File: config.mk
export PLATFORM = sky130hd
export DESIGN_NAME = sql_statement_splitter_unit
export DESIGN_NICKNAME = d
export VERILOG_FILES = /design/src/rtl/sss_pkg.sv /design/src/rtl/sss_sql_lexer.sv /design/src/rtl/sss_copy_line.sv /design/src/rtl/sql_statement_splitter_unit.sv
export SDC_FILE = /design/constraint.sdc
export NUM_CORES = 1
export LEC_CHECK = 0
export BUFFER_PORTS_ARGS = -buffer_cell sky130_fd_sc_hd__buf_2
export CAP_MARGIN = 25
export CORE_MARGIN = 3
export CORE_UTILIZATION = 53
export DETAILED_ROUTE_END_ITERATION = 10
export PLACE_DENSITY = 0.76
export SLEW_MARGIN = 20
export SYNTH_ARGS = -nofsm -noshare
export SYNTH_HDL_FRONTEND = slang
export SYNTH_SLANG_ARGS = --single-unit
File: constraint.sdc
create_clock -name i_clk -period 2.93 [get_ports i_clk]
set_input_delay 0.879 -clock i_clk [delete_from_list [all_inputs] [get_ports i_clk]]
set_output_delay 0.879 -clock i_clk [all_outputs]
set_load 0.005 [all_outputs]
File: src/rtl/sss_pkg.sv
`timescale 1ns / 1ps
`default_nettype none

package sss_pkg;

    // Parenthesis depth counter width.
    localparam int DEPTH_BITS = 8;

    localparam logic [7:0] CH_SEMI   = 8'h3B;
    localparam logic [7:0] CH_NL     = 8'h0A;
    localparam logic [7:0] CH_BSLASH = 8'h5C;
    localparam logic [7:0] CH_DOT    = 8'h2E;
    localparam logic [7:0] CH_DASH   = 8'h2D;
    localparam logic [7:0] CH_STAR   = 8'h2A;
    localparam logic [7:0] CH_SLASH  = 8'h2F;
    localparam logic [7:0] CH_LPAR   = 8'h28;
    localparam logic [7:0] CH_RPAR   = 8'h29;
    localparam logic [7:0] CH_DQUOTE = 8'h22;
    localparam logic [7:0] CH_SQUOTE = 8'h27;

    // Reported lexer codes.
    localparam logic [1:0] LX_SCAN  = 2'd0;
    localparam logic [1:0] LX_QUOTE = 2'd1;
    localparam logic [1:0] LX_LINEC = 2'd2;
    localparam logic [1:0] LX_BLOCK = 2'd3;

    // Copy-mode marker line progress.
    localparam logic [1:0] MK_EMPTY = 2'd0;
    localparam logic [1:0] MK_SLASH = 2'd1;
    localparam logic [1:0] MK_DOT   = 2'd2;
    localparam logic [1:0] MK_OTHER = 2'd3;

    typedef enum logic [3:0] {
        SC_SCAN  = 4'b0001,
        SC_QUOTE = 4'b0010,
        SC_LINEC = 4'b0100,
        SC_BLOCK = 4'b1000
    } t_scan_state;

    typedef struct packed {
        t_scan_state           scan;
        logic [DEPTH_BITS-1:0] depth;
        logic [7:0]            prior;
        logic [7:0]            quote;
        logic                  esc;
    } t_sql_state;

    typedef struct packed {
        logic       slash_odd;
        logic [1:0] marker;
    } t_copy_state;

    typedef struct packed {
        logic stmt_end;
        logic ovf;
    } t_sql_flags;

    typedef struct packed {
        logic line_end;
        logic done;
    } t_copy_flags;

    function automatic logic [1:0] scan_code(input t_scan_state s);
        logic [1:0] c;
        case (s)
            SC_SCAN:  c = LX_SCAN;
            SC_QUOTE: c = LX_QUOTE;
            SC_LINEC: c = LX_LINEC;
            SC_BLOCK: c = LX_BLOCK;
            default:  c = LX_SCAN;
        endcase
        return c;
    endfunction

endpackage

`default_nettype wire

File: src/rtl/sss_sql_lexer.sv
`timescale 1ns / 1ps
`default_nettype none

module sss_sql_lexer (
    input  wire sss_pkg::t_sql_state i_cur,
    input  wire logic [7:0]          i_byte,
    output sss_pkg::t_sql_state      o_next,
    output sss_pkg::t_sql_flags      o_flags
);
    import sss_pkg::*;

    localparam logic [DEPTH_BITS-1:0] DEPTH_MAX = '1;

    always_comb begin
        o_next  = i_cur;
        o_flags = '0;
        case (i_cur.scan)
            SC_SCAN: begin
                if (i_byte == CH_SEMI && i_cur.depth == '0) begin
                    o_flags.stmt_end = 1'b1;
                end else if (i_byte inside {CH_DQUOTE, CH_SQUOTE}) begin
                    o_next.scan  = SC_QUOTE;
                    o_next.quote = i_byte;
                    o_next.esc   = 1'b0;
                end else if (i_byte == CH_DASH && i_cur.prior == CH_DASH) begin
                    o_next.scan = SC_LINEC;
                end else if (i_byte == CH_STAR && i_cur.prior == CH_SLASH) begin
                    o_next.scan = SC_BLOCK;
                end else if (i_byte == CH_LPAR) begin
                    if (i_cur.depth == DEPTH_MAX) begin
                        o_flags.ovf = 1'b1;
                    end else begin
                        o_next.depth = i_cur.depth + DEPTH_BITS'(1);
                    end
                end else if (i_byte == CH_RPAR) begin
                    if (i_cur.depth == '0) begin
                        o_flags.ovf = 1'b1;
                    end else begin
                        o_next.depth = i_cur.depth - DEPTH_BITS'(1);
                    end
                end
            end
            SC_LINEC: begin
                if (i_byte == CH_NL) begin
                    o_next.scan = SC_SCAN;
                end
            end
            SC_BLOCK: begin
                if (i_cur.prior == CH_STAR && i_byte == CH_SLASH) begin
                    o_next.scan = SC_SCAN;
                end
            end
            SC_QUOTE: begin
                if (!i_cur.esc && i_cur.quote == i_byte) begin
                    o_next.scan = SC_SCAN;
                end else if (i_byte == CH_BSLASH) begin
                    // a run of backslashes toggles the escape
                    o_next.esc = (i_cur.prior == CH_BSLASH) ? ~i_cur.esc : 1'b1;
                end else begin
                    o_next.esc = 1'b0;
                end
            end
            default: begin
                o_next.scan = SC_SCAN;
            end
        endcase
        o_next.prior = i_byte;
    end

endmodule

`default_nettype wire

File: src/rtl/sss_copy_line.sv
`timescale 1ns / 1ps
`default_nettype none

module sss_copy_line (
    input  wire sss_pkg::t_copy_state i_cur,
    input  wire logic [7:0]           i_byte,
    output sss_pkg::t_copy_state      o_next,
    output sss_pkg::t_copy_flags      o_flags
);
    import sss_pkg::*;

    always_comb begin
        o_next  = i_cur;
        o_flags = '0;
        if (i_byte == CH_NL && !i_cur.slash_odd) begin
            o_flags.line_end = 1'b1;
            o_flags.done     = (i_cur.marker == MK_DOT);
            o_next.marker    = MK_EMPTY;
            o_next.slash_odd = 1'b0;
        end else if (i_byte == CH_BSLASH) begin
            o_next.slash_odd = ~i_cur.slash_odd;
            o_next.marker    = (i_cur.marker == MK_EMPTY) ? MK_SLASH : MK_OTHER;
        end else begin
            // escaped newline lands here too: line is no longer the marker
            o_next.slash_odd = 1'b0;
            o_next.marker    = (i_byte == CH_DOT && i_cur.marker == MK_SLASH) ?
                               MK_DOT : MK_OTHER;
        end
    end

endmodule

`default_nettype wire

File: src/rtl/sql_statement_splitter_unit.sv
`timescale 1ns / 1ps
`default_nettype none
// SQL statement splitter.
// Input channel (i_in_valid / o_in_ready): one request per script byte, or a
// copy-mode entry request when i_cmd is high. Output channel (o_out_valid /
// i_out_ready): exactly one result per request, in order.
// A request is captured in an input register; the lexer and copy-line logic
// then update the block state and load the result register once it is free.
// Throughput: one request per cycle, sustained, as long as the receiver
// takes results.
// The rate is set by the single state update per byte in the lexer path.
// When the receiver stalls, the result register holds and the input register
// holds one more request; o_in_ready drops only when both are full.
// Reset (i_rst_n low, synchronous) empties both registers and returns the
// state to normal SQL scanning at depth zero, copy mode off.
// o_copy_active and o_lexer_state report the state after the request.

module sql_statement_splitter_unit (
    input  wire logic       i_clk,
    input  wire logic       i_rst_n,
    input  wire logic       i_in_valid,
    output logic            o_in_ready,
    input  wire logic       i_cmd,
    input  wire logic [7:0] i_data_byte,
    input  wire logic       i_chunk_end,
    output logic            o_out_valid,
    input  wire logic       i_out_ready,
    output logic [7:0]      o_out_byte,
    output logic            o_statement_end,
    output logic            o_copy_line_end,
    output logic            o_copy_done,
    output logic            o_copy_active,
    output logic [1:0]      o_lexer_state,
    output logic            o_depth_overflow,
    output logic            o_chunk_last
);
    import sss_pkg::*;

    // input register
    logic       r_in_valid;
    logic       r_in_cmd;
    logic [7:0] r_in_byte;
    logic       r_in_last;

    // block state
    logic        r_copy_mode, n_copy_mode;
    t_sql_state  r_sql, n_sql;
    t_copy_state r_cp, n_cp;

    t_sql_state  lx_next;
    t_sql_flags  lx_flags;
    t_copy_state cp_next;
    t_copy_flags cp_flags;

    logic w_advance;

    sss_sql_lexer u_lexer (
        .i_cur   (r_sql),
        .i_byte  (r_in_byte),
        .o_next  (lx_next),
        .o_flags (lx_flags)
    );

    sss_copy_line u_copy (
        .i_cur   (r_cp),
        .i_byte  (r_in_byte),
        .o_next  (cp_next),
        .o_flags (cp_flags)
    );

    // result register frees when empty or being taken
    assign w_advance  = r_in_valid && (!o_out_valid || i_out_ready);
    assign o_in_ready = !r_in_valid || w_advance;

    always_comb begin
        n_copy_mode = r_copy_mode;
        n_sql       = r_sql;
        n_cp        = r_cp;
        if (r_in_cmd) begin
            // entering copy mode clears the line tracking; re-entry is a no-op
            n_copy_mode = 1'b1;
            if (!r_copy_mode) begin
                n_cp = '0;
            end
        end else if (r_copy_mode) begin
            n_cp = cp_next;
            if (cp_flags.done) begin
                n_copy_mode = 1'b0;
            end
        end else begin
            n_sql = lx_next;
        end
    end

    always_ff @(posedge i_clk) begin
        if (!i_rst_n) begin
            r_in_valid  <= 1'b0;
            o_out_valid <= 1'b0;
            r_copy_mode <= 1'b0;
            r_sql       <= '{scan: SC_SCAN, depth: '0, prior: '0, quote: '0, esc: 1'b0};
            r_cp        <= '0;
        end else begin
            if (o_in_ready) begin
                r_in_valid <= i_in_valid;
            end
            if (w_advance) begin
                o_out_valid <= 1'b1;
                r_copy_mode <= n_copy_mode;
                r_sql       <= n_sql;
                r_cp        <= n_cp;
            end else if (i_out_ready) begin
                o_out_valid <= 1'b0;
            end
        end
    end

    // payload registers
    always_ff @(posedge i_clk) begin
        if (o_in_ready && i_in_valid) begin
            r_in_cmd  <= i_cmd;
            r_in_byte <= i_data_byte;
            r_in_last <= i_chunk_end;
        end
        if (w_advance) begin
            o_out_byte       <= r_in_cmd ? 8'h00 : r_in_byte;
            o_statement_end  <= !r_in_cmd && !r_copy_mode && lx_flags.stmt_end;
            o_depth_overflow <= !r_in_cmd && !r_copy_mode && lx_flags.ovf;
            o_copy_line_end  <= !r_in_cmd && r_copy_mode && cp_flags.line_end;
            o_copy_done      <= !r_in_cmd && r_copy_mode && cp_flags.done;
            o_copy_active    <= n_copy_mode;
            o_lexer_state    <= scan_code(n_sql.scan);
            o_chunk_last     <= r_in_last;
        end
    end

`ifndef NO_ASSERTIONS
    a_done_closes_copy: assert property (@(posedge i_clk) disable iff (!i_rst_n)
        o_out_valid && o_copy_done |-> o_copy_line_end && !o_copy_active)
        else $error("copy done without line end or with copy still active");

    a_stmt_end_semi: assert property (@(posedge i_clk) disable iff (!i_rst_n)
        o_out_valid && o_statement_end |->
            o_out_byte == CH_SEMI && !o_copy_active && o_lexer_state == LX_SCAN)
        else $error("statement end on a non-semicolon or outside scan");

    a_ovf_paren: assert property (@(posedge i_clk) disable iff (!i_rst_n)
        o_out_valid && o_depth_overflow |->
            o_out_byte == CH_LPAR || o_out_byte == CH_RPAR)
        else $error("depth overflow on a non-parenthesis byte");

    a_in_hold: assert property (@(posedge i_clk) disable iff (!i_rst_n)
        r_in_valid && !w_advance |=> r_in_valid && $stable(r_in_byte))
        else $error("pending request lost from input register");
`endif

endmodule

`default_nettype wire

Yosys cells after proc, flatten, opt, wreduce, memory -nomap -nowiden --
Cells that the tools add are included.
Operators by class: add/subtract/negate cells 2, eq/ne operators 32, multiplexer cells 49, bitwise operators 8, reductions and logical operators 35
Operators by type and width (number):
- $eq A8 B6 Y1 const B | 12
- $mux W8 | 9
- $mux W29 | 2
- $mux W4 | 6
- $mux W1 | 18
- $mux W9 | 2
- $eq A8 B7 Y1 const B | 2
- $pmux W4 S4 | 1
- $logic_and A1 B1 Y1 | 15
- $mux W3 | 5
- $mux W12 | 1
- $reduce_and A11 Y1 | 1
- $reduce_bool A2 Y1 | 5
- $add A8 B1 Y8 const B | 1
- $eq A4 B2 Y1 const B | 2
- $eq A4 B3 Y1 const B | 2
- $eq A4 B4 Y1 const B | 2
- $eq A8 B4 Y1 const B | 1
- $eq A8 B8 Y1 | 1
- $eq A8 B8 Y1 const B | 1
- $logic_not A8 Y1 | 1
- $ne A2 B2 Y1 const B | 4
- $not A1 Y1 | 8
- $sub A8 B1 Y8 const B | 1
- 13 further kinds | 23
Word-level totals: bits in registers 61, input bits 14, output and inout bits 18, logic and storage cells 147

Longest topological paths before layout --
Gate-level depths: netlist (run 1).
depth in word-level cells 13, gate-level depth with buffers 10, depth with buffers taken out 9

Hierarchy --
From an unflattened synthesis (run 1), not the netlist that was laid out.
Second synthesis, totals: cell total of the unflattened synthesis 406, area, all modules 3677.3 µm²
Modules (own cells, without submodules):
- sql_statement_splitter_unit | instances 1, cells an instance 215, area each 2429.8 µm², sequential area each 1481.4 µm²
- sss_sql_lexer | instances 1, cells an instance 178, area each 1146.1 µm², sequential area each 0.0 µm²
- sss_copy_line | instances 1, cells an instance 13, area each 101.3 µm², sequential area each 0.0 µm²

Least setup slack after synthesis (run 1) --
Ideal clock, no wire load.
path kind register to register, start register r_in_byte[4], end register r_sql[23] (netlist name), library setup time 0.069 ns, data arrival time 3.123 ns, required time 2.861 ns, slack -0.262 ns, stages on the path, launching flop included 11, buffers on the path 1, period minus slack after synthesis 3.192 ns, cell sequence edfxtp_1 > buf_6 > or4b_4 > or4_1 > fa_1 > a21o_1 > a21oi_1 > o21bai_1 > a21oi_1 > mux2_4 > a21oi_2
Between the ends: longest elaborated chain between the ends 4, elaborated cells between the ends (all ways) 20, classes of those cells eq/ne (9); mux (1); bitwise (4); reduce/logical (6)
Ends and longest elaborated chain:
- start: declaration | line sql_statement_splitter_unit.sv:42 | logic [7:0] r_in_byte;
- start signal: assignment | line sql_statement_splitter_unit.sv:121 | r_in_byte <= i_data_byte;
- $eq A8 B6 Y1 (on tied branches)
- $reduce_bool A2 Y1 (tied with other cells) | line sss_sql_lexer.sv:21 | end else if (i_byte inside {CH_DQUOTE, CH_SQUOTE}) begin
- $not A1 Y1 (no source line)
- $reduce_and A11 Y1 (no source line)
- end signal: assignment | line sql_statement_splitter_unit.sv:100 | r_sql <= '{scan: SC_SCAN, depth: '0, prior: '0, quote: '0, esc: 1'b0};
- end signal: assignment | line sql_statement_splitter_unit.sv:109 | r_sql <= n_sql;
- end: declaration | line sql_statement_splitter_unit.sv:47 | t_sql_state r_sql, n_sql;
Several ways; a longest one is shown, not always the timed one. A chain may end at the register's enable or synchronous reset.

Worst setup path in the final report (run 1) --
start register r_in_byte[7], end register r_sql[23] (netlist name)
The elaborated chain is that of the path after synthesis.

==> flow_summary.yaml, run 1 <==
run_status:
  status: "finished with violations"
  violations: "negative setup slack"
synthesis:
  syn_area_um2: 3140
  async_reset_ff_share_pct: 0
  syn_area_per_cell_um2: 9.97
  synth_cells: 315
  synthTopCellsByArea: "edfxtp_1 (25%), dfxtp_1 (22%), nor2_1 (4.8%), mux2i_1 (4.1%), xnor2_1 (3.6%)"
  ys_ff_latch: 61
  synthesis.nets: 338
  ys_warn_count: 0
  ys_types: 58
  synth.top_cell.area_share_pct: 24.9
  synth_area_leader_cell: "edfxtp_1"
  ys_seq_area_share_pct: 47.2
  synth.most_common_cell: "nor2_1"
  synth_commonest_cells: "nor2_1 (40), dfxtp_1 (35), edfxtp_1 (26), nand2_1 (18), a21oi_1 (14)"
  synth_flop_cell: "dfxtp_1"
  synth_edf_count: 26
die:
  core_um2: 5610
  die-area_um2: 6880
  die_h_um: 83.0
  rows: 27
  io_pins: 32
  die_w_um: 83.0
  start_util_pct: 56.0
global_route:
  grt_use_total_pct: 20.2
  grt-ovfl-total: 0
  grt_max_degree: 19
  grt_pass1_wl_um: 11300
  grt_pass1_vias: 2390
  antenna_found_initial: 0
timing:
  finalSetupViolations: 1
  finalCriticalPeriod_ns: 2.94
  timing.hold.ws_ns: 0.441
  period_share_pct: 100
  maxSlewHeadroom_pct: 60.3
  grt_setup_unrepaired: "true"
  finalHoldViolations: 0
  worst_pin_slew_ns: 0.587
  fmax_mhz: 340
  finClkSkew_ns: 0.00938
  slew_violations: 0
  setup_ws_ns: -0.0111
placement:
  hpwl_um: 5060
  place_area_um2: 3490
  port_buffers: 31
  routabilityCongestion: 0.877
critical_path:
  reg2reg_depth: 9
  cp_common_cell: "a21oi_2"
  cp_max_fo: 7
  slowest_stage: "or4b_4"
  worstReg2RegStart: "r_in_byte[7]"
  crit_buf_inv: 0
  worstSetupEndpointType: "flip-flop"
  cpLargestDelayFamily: "simple AND/OR/NAND/NOR gates"
  cp-start-kind: "flip-flop"
  path_cells: "or4b_4, or4_4, fa_2, a21o_1, a21oi_2, o21bai_1, a21oi_2, mux2_4, a21oi_2"
  rrSetupSlack_ns: -0.01
  crit_path_max_incr_delay_ns: 0.56
  path_class: "reg -> reg"
  worst-endpoint-arrival_ns: 3.22
  reg2reg_to: "r_sql[23]"
  worstPathRequired_ns: 3.20
final_layout:
  antenna_cells: 0
  nNetsFinal: 388
  drive_gt1_share_pct: 24.1
  stdcell_area_um2: 3740
  syn2layout_area_growth_pct: 19.0
  fill_cells: 461
cts:
  htreeDepth: 3
  cts.sinks: 61
  cts_max_path_buffers: 2
  cts_tree: "done"
  root_buffer: "clkbuf_8"
  clkTransAtPathRegs_ns: 0.08
  cts_setup_buffers: 0
  numCtsBuffers: 9
  clock_latency_ns: 0.34
  hold_buffers: 0
  ctsResizeCount: 0
worst_hold_path:
  hp-start: "r_in_last"
  min_to: "o_chunk_last"
  holdCritPathClass: "reg -> reg"
  holdPathStages: 0
route:
  via_per_inst: 5.81
  dr_total_vias: 2566
  drt_first_pass_iters: 4
  ant_nets: 0
  drtIter0Drc: 155
  route.detailed.drc: 0
  wirelength_um: 6900
  wl_per_cell_um: 15.6
job:
  drv_cap: 0
power_and_ir_drop:
  cellLeakagePower_nw: 1.46
  ir_worst_vdd_mv: 0.321
  p_total_w: 0.00180
  powerDensity_nw_per_um2: 483
==> worst reg2reg max path, stage by stage, from the launching register on <==
cell and delay, ns:
edfxtp_1 0.39, or4b_4 0.56, or4_4 0.53, fa_2 0.39, a21o_1 0.17, a21oi_2 0.15, o21bai_1 0.09, a21oi_2 0.17
mux2_4 0.31, a21oi_2 0.12
==> placed cells by master, fill, tap and decap left out, types with 7 or more instances in the layout <==
cell | netlist | routed
a21oi_1 | 14 | 12
and3_1 | 7 | 7
buf_2 | 1 | 31
buf_4 | 0 | 21
clkbuf_8 | 0 | 9
dfxtp_1 | 35 | 35
edfxtp_1 | 26 | 26
inv_1 | 7 | 7
mux2i_1 | 13 | 13
nand2_1 | 18 | 18
nand2b_1 | 9 | 9
nand3_1 | 7 | 7
nand4_1 | 9 | 9
nor2_1 | 40 | 40
nor2b_1 | 10 | 10
nor3_1 | 9 | 9
xnor2_1 | 13 | 13
==> worst max path at each step <==
stage / start / end / slack [ns] / cells after the start
after floorplan: r_in_byte[4] / r_sql[24] / -0.02 / 10
after global placement: r_in_byte[7] / r_sql[24] / 0.03 / 9
after detailed placement: r_in_byte[7] / r_sql[24] / -0.005 / 9
after CTS: r_in_byte[7] / r_sql[24] / -0.02 / 9
after global routing: r_in_byte[7] / r_sql[23] / -0.09 / 9
final: r_in_byte[7] / r_sql[23] / -0.01 / 9
==> power by group <==
| part | total [W] | internal (W) | switching, W |
|---|---|---|---|
| registers | 0.000928 | 0.000914 | 0.0000141 |
| logic | 0.000134 | 0.0000555 | 0.0000782 |
| clock network | 0.000743 | 0.000395 | 0.000349 |
| total | 0.00180 | 0.00136 | 0.000441 |
==> cell type report <==
type / instances / area (um^2) / area share, %
multi-input combinational: 232 / 1620 / 43.4
sequential: 61 / 1480 / 39.6
timing repair buffer: 52 / 313 / 8.37
clock buffer: 9 / 124 / 3.31
tap: 72 / 90.1 / 2.41
clock inverter: 7 / 75.1 / 2.01
inverter: 9 / 33.8 / 0.904
==> metrics by stage <==
| stage | cells | setup slack [ns] | utilization [%] | TNS [ns] |
|---|---|---|---|---|
| after floorplan | 315 | -0.0153 | - | -0.0153 |
| after global placement | 426 | 0.0320 | 62.2 | 0 |
| after detailed placement | 426 | -0.00510 | 62.2 | -0.00510 |
| after CTS | 442 | -0.0214 | 65.8 | -0.0214 |
| after global routing | 442 | -0.0928 | 66.7 | -0.207 |
| final | 442 | -0.0111 | 66.7 | -0.0111 |
==> state kept, by name (all words and copies together) (netlist names), 2 cells and up <==
name and cells:
o_lexer_state 2, o_out_byte 8, r_cp 3, r_in_byte 8, r_sql 29
==> per-layer routing <==
| metal | routed length [um] | up-vias | part of all wire, % | track usage (%) |
|---|---|---|---|---|
| li1 | - | 1253 | - | - |
| met2 | 3310 | 74 | 48 | 33.3 |
| met5 | 0 | - | 0 | 0 |
| met3 | 350 | 15 | 5.1 | 4.56 |
| met1 | 3110 | 1224 | 45 | 25.9 |
| met4 | 125 | 0 | 1.8 | 7.43 |
==> kinds of logic after synthesis <==
group / count (synthesis) / synth area share [%]
AND/OR/NAND/NOR: 143 / 25.3
flip-flops: 61 / 47.2
AO/OA/AOI/OAI: 50 / 11.5
buffers and inverters: 22 / 3.15
XOR/XNOR: 16 / 4.46
multiplexers: 14 / 4.62
adder cells (fa/ha/maj): 9 / 3.82
Note: power is estimated with default switching activity, not from simulation.
==> run 2: changes to the inputs <==
--- a/config.mk
+++ b/config.mk
@@ -11,6 +11,7 @@
 export CORE_UTILIZATION = 53
 export DETAILED_ROUTE_END_ITERATION = 10
 export PLACE_DENSITY = 0.76
+export SKIP_LAST_GASP = 1
 export SLEW_MARGIN = 20
 export SYNTH_ARGS = -nofsm -noshare
 export SYNTH_HDL_FRONTEND = slang
==> constraint.sdc (replaced) <==
create_clock -name i_clk -period 2.6 [get_ports i_clk]
set_input_delay 0.78 -clock i_clk [delete_from_list [all_inputs] [get_ports i_clk]]
set_output_delay 0.78 -clock i_clk [all_outputs]
set_load 0.005 [all_outputs]
==> run 2 against run 1 <==
Effect of this change: the run still ends with negative setup slack left; cell count rose by 1.4%; total power rose by 7.5%; via count barely moved; clock skew rose by 0.0023 ns; hold slack got worse by 0.010 ns; core utilization rose by 0.11 points; count of clock-buffer cells in the layout did not move.
==> flow_summary.yaml, run 2 (synthesis results as in run 1) <==
final_layout:
  syn2layout_area_growth_pct: 19.2
  final_cell_mix: "nor2_1 (40), dfxtp_1 (35), buf_2 (31)"
  layout_commonest_cell: "nor2_1"
  stdcell_area_um2: 3740
  largest_register_ffs: 29
  antenna_cells: 0
  largest-register: "r_sql"
  drive_gt1_share_pct: 24.7
  nNetsFinal: 394
  top_regs: "r_sql (29), o_out_byte (8), r_in_byte (8)"
cts:
  cts_max_path_buffers: 2
  cts_tree: "done"
  hold_buffers: 0
  root_buffer: "clkbuf_8"
  clkTransAtPathRegs_ns: 0.07
  numCtsBuffers: 9
  cts.sinks: 61
  htreeDepth: 3
  clock_latency_ns: 0.36
power_and_ir_drop:
  seq_power_share_pct: 53.9
  switchingPower_w: 0.000501
  switching_share_pct: 25.8
  p_int_w: 0.00144
  powerDensity_nw_per_um2: 518
  ir_worst_vdd_mv: 0.360
  combPwrFrac_pct: 7.8
  cellLeakagePower_nw: 1.48
  pwr-share-clk_pct: 38.3
critical_path:
  cp_common_cell: "a21oi_2"
  worstPathRequired_ns: 2.88
  slowest_stage: "or4b_4"
  crit_buf_inv: 0
  cp_max_fo: 8
  crit_path_max_incr_delay_ns: 0.55
  path_class: "reg -> reg"
  cpLargestDelayFamily: "simple AND/OR/NAND/NOR gates"
  cp-start-kind: "flip-flop"
  path_cells: "or4b_4, or4_4, fa_2, a21o_1, a21oi_2, o21bai_1, a21oi_1, mux2_4, a21oi_2"
  worst-endpoint-arrival_ns: 3.22
  worstSetupEndpointType: "flip-flop"
route:
  dr_total_vias: 2564
  drtIter0Drc: 130
  via_per_inst: 5.72
  wirelength_um: 6910
  drt_first_pass_iters: 4
  wl_per_cell_um: 15.4
  ant_nets: 0
  route.detailed.drc: 0
placement:
  routabilityCongestion: 0.913
  place_area_um2: 3530
  port_buffers: 31
  hpwl_um: 5070
timing:
  setup_ws_ns: -0.345
  finClkSkew_ns: 0.0117
  fmax_mhz: 340
  worst_pin_slew_ns: 0.612
  finalSetupViolations: 5
  period_share_pct: 113
  finalCriticalPeriod_ns: 2.95
  maxSlewHeadroom_pct: 58.8
  finalHoldViolations: 0
  fin_setup_tns_ns: -0.935
  slew_violations: 0
  grt_setup_unrepaired: "true"
job:
  drv_cap: 0
die:
  die-area_um2: 6880
  core_um2: 5610
  die_h_um: 83.0
  die_w_um: 83.0
  io_pins: 32
  rows: 27
  start_util_pct: 56.0
run_status:
  status: "finished with violations"
  violations: "negative setup slack"
global_route:
  antenna_found_initial: 0
  grt_max_degree: 16
  grt_use_total_pct: 21.5
  grt_pass1_wl_um: 11800
  grt-ovfl-total: 0
  grt_pass1_vias: 2517
worst_hold_path:
  holdCritPathClass: "reg -> reg"
==> run 2: cell types whose count changed in the layout (fill, tap and decap cells not counted), sizes merged <==
cell | previous run | this run
bufinv | 1 | 0
clkinv | 3 | 5
clkinvlp | 3 | 2
buf | 52 | 58
==> run 2: final timing paths <==
check             slack [ns]          from  cells after the start            to
hold reg to reg         0.43     r_in_last                      0  o_chunk_last
setup / recovery       -0.35  r_in_byte[7]                      9     r_sql[23]
hold / removal          0.43     r_in_last                      0  o_chunk_last
setup reg to reg       -0.35  r_in_byte[7]                      9     r_sql[23]
==> run 2: power by group through the flow <==
| stage | combinational, W | clock, W | sequential [W] |
|---|---|---|---|
| 2_1_floorplan | 0.0000874 | 0 | 0.00107 |
| 3_3_place_gp | 0.000148 | 0 | 0.00106 |
| 3_5_place_dp | 0.000152 | 0 | 0.00107 |
| 4_1_cts | 0.000153 | 0.000764 | 0.00105 |
| 5_1_grt | 0.000168 | 0.000806 | 0.00105 |
| 6_report | 0.000152 | 0.000744 | 0.00105 |
==> run 2: metrics by stage <==
stage | utilization, % | power, W | hold WS (ns) | instances | worst slack, ns
2_1_floorplan | - | 0.00115 | 0.400 | 315 | -0.345
3_3_place_gp | 63.0 | 0.00121 | 0.402 | 432 | -0.272
3_5_place_dp | 63.0 | 0.00122 | 0.414 | 432 | -0.322
4_1_cts | 66.3 | 0.00196 | 0.433 | 449 | -0.324
5_1_grt | 66.8 | 0.00202 | 0.459 | 448 | -0.486
6_report | 66.8 | 0.00194 | 0.431 | 448 | -0.345
==> run 2: layout make-up <==
type / instances / area, um^2
multi-input combinational: 232 / 1610
timing repair buffer: 58 / 358
clock inverter: 7 / 51.3
tap: 72 / 90.1
fill: 462 / 1860
inverter: 9 / 33.8
clock buffer: 9 / 124
sequential: 61 / 1480
==> run 2: routing by layer <==
metal | wire length [um] | vias to the layer above | global-route usage (%)
met2 | 3350 | 69 | 34.3
li1 | - | 1265 | -
met5 | 0 | - | 0
met1 | 3040 | 1213 | 26.7
met3 | 324 | 17 | 4.86
met4 | 194 | 0 | 12.2
==> run 2: timing repair <==
action | CTS | global route
pin swaps | 0 | 1
resized for setup | 0 | 4
endpoints found under the setup margin | 5 | 5
endpoints found under the hold margin | 0 | 0
setup buffers | 1 | 1
==> run 3: changes to the inputs <==
--- a/config.mk
+++ b/config.mk
@@ -8,11 +8,12 @@
 export BUFFER_PORTS_ARGS = -buffer_cell sky130_fd_sc_hd__buf_2
 export CAP_MARGIN = 25
 export CORE_MARGIN = 3
-export CORE_UTILIZATION = 53
+export CORE_UTILIZATION = 54
 export DETAILED_ROUTE_END_ITERATION = 10
 export PLACE_DENSITY = 0.76
 export SKIP_LAST_GASP = 1
 export SLEW_MARGIN = 20
 export SYNTH_ARGS = -nofsm -noshare
 export SYNTH_HDL_FRONTEND = slang
+export SYNTH_HIERARCHICAL = 1
 export SYNTH_SLANG_ARGS = --single-unit
==> run 3 against run 2 <==
Effect of this change: synthesized cell count is 29% higher; critical path depth decreased by 3; total power rose by 12%; critical path type unchanged; largest power group unchanged; core utilization shrank 2.6 points; global-route usage grew 1.8 points; sequential share of layout area decreased by 3.8 points; the flow now finishes without violations; maximum frequency grew 17%.
==> flow_summary.yaml, run 3 <==
final_layout:
  antenna_cells: 0
  fin_cells: 518
  seq_area_um2: 1480
  final_cell_mix: "nand2_1 (79), dfxtp_1 (35), mux2i_1 (32)"
  nNetsFinal: 455
  multi_input_area_um2: 2010
  largest_register_ffs: 29
  drive_gt1_share_pct: 19.7
  largest-register: "r_sql"
  stdcell_area_um2: 4150
  top_regs: "r_sql (29), o_out_byte (8), r_in_byte (8)"
  fill_cells: 541
  syn2layout_area_growth_pct: 12.8
  layout_commonest_cell: "nand2_1"
timing:
  finalHoldViolations: 0
  worst_pin_slew_ns: 0.628
  fin_setup_tns_ns: 0
  slew_violations: 0
  finClkSkew_ns: 0.00694
  finalCriticalPeriod_ns: 2.52
  maxSlewHeadroom_pct: 57.5
  period_share_pct: 96.9
  grt_setup_unrepaired: "false"
  fmax_mhz: 397
  finalSetupViolations: 0
critical_path:
  worstSetupEndpointType: "flip-flop"
  path_cells: "or4b_1, or4_4, or4_1, o211ai_1, nand2_1, mux2i_1"
  cp_num_cells: 6
  cp_max_fo: 7
  cpLargestDelayFamily: "simple AND/OR/NAND/NOR gates"
  crit_start: "r_in_byte[7]"
  worstPathRequired_ns: 2.87
  worstReg2RegStart: "r_in_byte[7]"
  slowest_stage: "or4b_1"
  reg2reg_depth: 6
  worst-endpoint-arrival_ns: 2.79
  crit_buf_inv: 0
  crit_path_max_incr_delay_ns: 0.68
  rrSetupSlack_ns: 0.08
  path_class: "reg -> reg"
  cp-start-kind: "flip-flop"
global_route:
  grt_use_total_pct: 23.3
  grt-ovfl-total: 0
  grt_pass1_vias: 2934
  antenna_found_initial: 0
  grt_max_degree: 45
  grt_pass1_wl_um: 14100
synthesis:
  synthesis.nets: 425
  synth_area_leader_cell: "edfxtp_1"
  ys_seq_area_share_pct: 40.3
  syn_area_um2: 3680
  async_reset_ff_share_pct: 0
  ys_types: 65
  synth_edf_count: 26
  synth_flop_cell: "dfxtp_1"
  synthTopCellsByArea: "edfxtp_1 (21%), dfxtp_1 (19%), mux2i_1 (8.7%), nand2_1 (8.1%), xor2_1 (2.9%)"
  synth_commonest_cells: "nand2_1 (79), dfxtp_1 (35), mux2i_1 (32), edfxtp_1 (26), clkbuf_1 (16)"
  ys_ff_latch: 61
  synth.top_cell.area_share_pct: 21.2
  synth_cells: 406
  synth.most_common_cell: "nand2_1"
  syn_area_per_cell_um2: 9.06
  ys_warn_count: 6
placement:
  routabilityCongestion: 0.934
  placed_cells: 502
  port_buffers: 31
  place_area_um2: 3890
  hpwl_um: 6110
die:
  die_h_um: 88.5
  io_pins: 32
  rows: 29
  die_w_um: 88.5
  core_um2: 6460
  start_util_pct: 56.9
  die-area_um2: 7840
cts:
  cts.sinks: 61
  cts_max_path_buffers: 2
  hold_buffers: 0
  numCtsBuffers: 9
  htreeDepth: 3
  cts_tree: "done"
  clock_latency_ns: 0.34
  ctsResizeCount: 0
  cts_setup_buffers: 0
  clkTransAtPathRegs_ns: 0.07
  root_buffer: "clkbuf_8"
run_status:
  status: "complete, no violations"
worst_hold_path:
  holdCritPathClass: "reg -> reg"
  holdPathStages: 0
  hp-start: "r_in_last"
route:
  wl_per_cell_um: 16.7
  via_per_inst: 6.08
  drtIter0Drc: 233
  route.detailed.drc: 0
  drt_first_pass_iters: 5
  wirelength_um: 8660
  ant_nets: 0
  dr_total_vias: 3147
job:
  drv_cap: 0
power_and_ir_drop:
  ir_worst_vdd_mv: 0.388
  powerDensity_nw_per_um2: 525
  cellLeakagePower_nw: 1.59
  p_total_w: 0.00218
[run 3: changes by cell type after synthesis, sizes merged, moves of 9 or more]
cell | previous run | this run
and2 | 2 | 11
buf | 3 | 15
mux2i | 13 | 32
nand2 | 19 | 79
nor2 | 40 | 14
xnor2 | 13 | 2
xor2 | 3 | 12
[run 3: area by class of cell]
class / instances / share of cell area [%]
Clock buffer: 9 / 2.99
Multi-Input combinational cell: 306 / 48.4
Tap cell: 77 / 2.32
Sequential cell: 61 / 35.7
Inverter: 8 / 0.724
Timing Repair Buffer: 50 / 7.48
Clock inverter: 7 / 2.38
[run 3: final timing paths]
path / end
max: r_sql[20]
min reg2reg: o_chunk_last
min: o_chunk_last
max reg2reg: r_sql[20]
[run 3: where the power goes]
group          total (W)  internal [W]  switching [W]
logic           0.000176     0.0000727       0.000103
registers        0.00106       0.00103      0.0000291
clock network   0.000941      0.000544       0.000397
total            0.00218       0.00165       0.000529
[run 3: cell families after synthesis]
| kind of cell | share of synthesized area [%] |
|---|---|
| buffers and inverters | 6.02 |
| AOI/OAI and AO/OA | 10.3 |
| xor gates and xnor gates | 3.33 |
| muxes | 9.32 |
| DFF | 40.3 |
| adders and majority gates | 1.70 |
| and+or+nand+nor | 29.1 |
[run 3: metrics by stage]
stage               hold WS [ns]  worst slack, ns  utilization, %
floorplan                  0.400            0.132               -
finish                     0.442           0.0795            64.2
global placement           0.403            0.183            60.3
CTS                        0.444           0.0978            63.7
detailed placement         0.426            0.113            60.3
global route               0.446          0.00507            64.2
[run 3: routing by layer]
metal | vias to the layer above | part of all wire [%] | global-route usage, %
met2 | 130 | 46 | 34.9
li1 | 1515 | - | -
met5 | - | 0 | 0
met4 | 0 | 2.9 | 12.1
met3 | 22 | 5.4 | 4.56
met1 | 1480 | 45 | 31.9
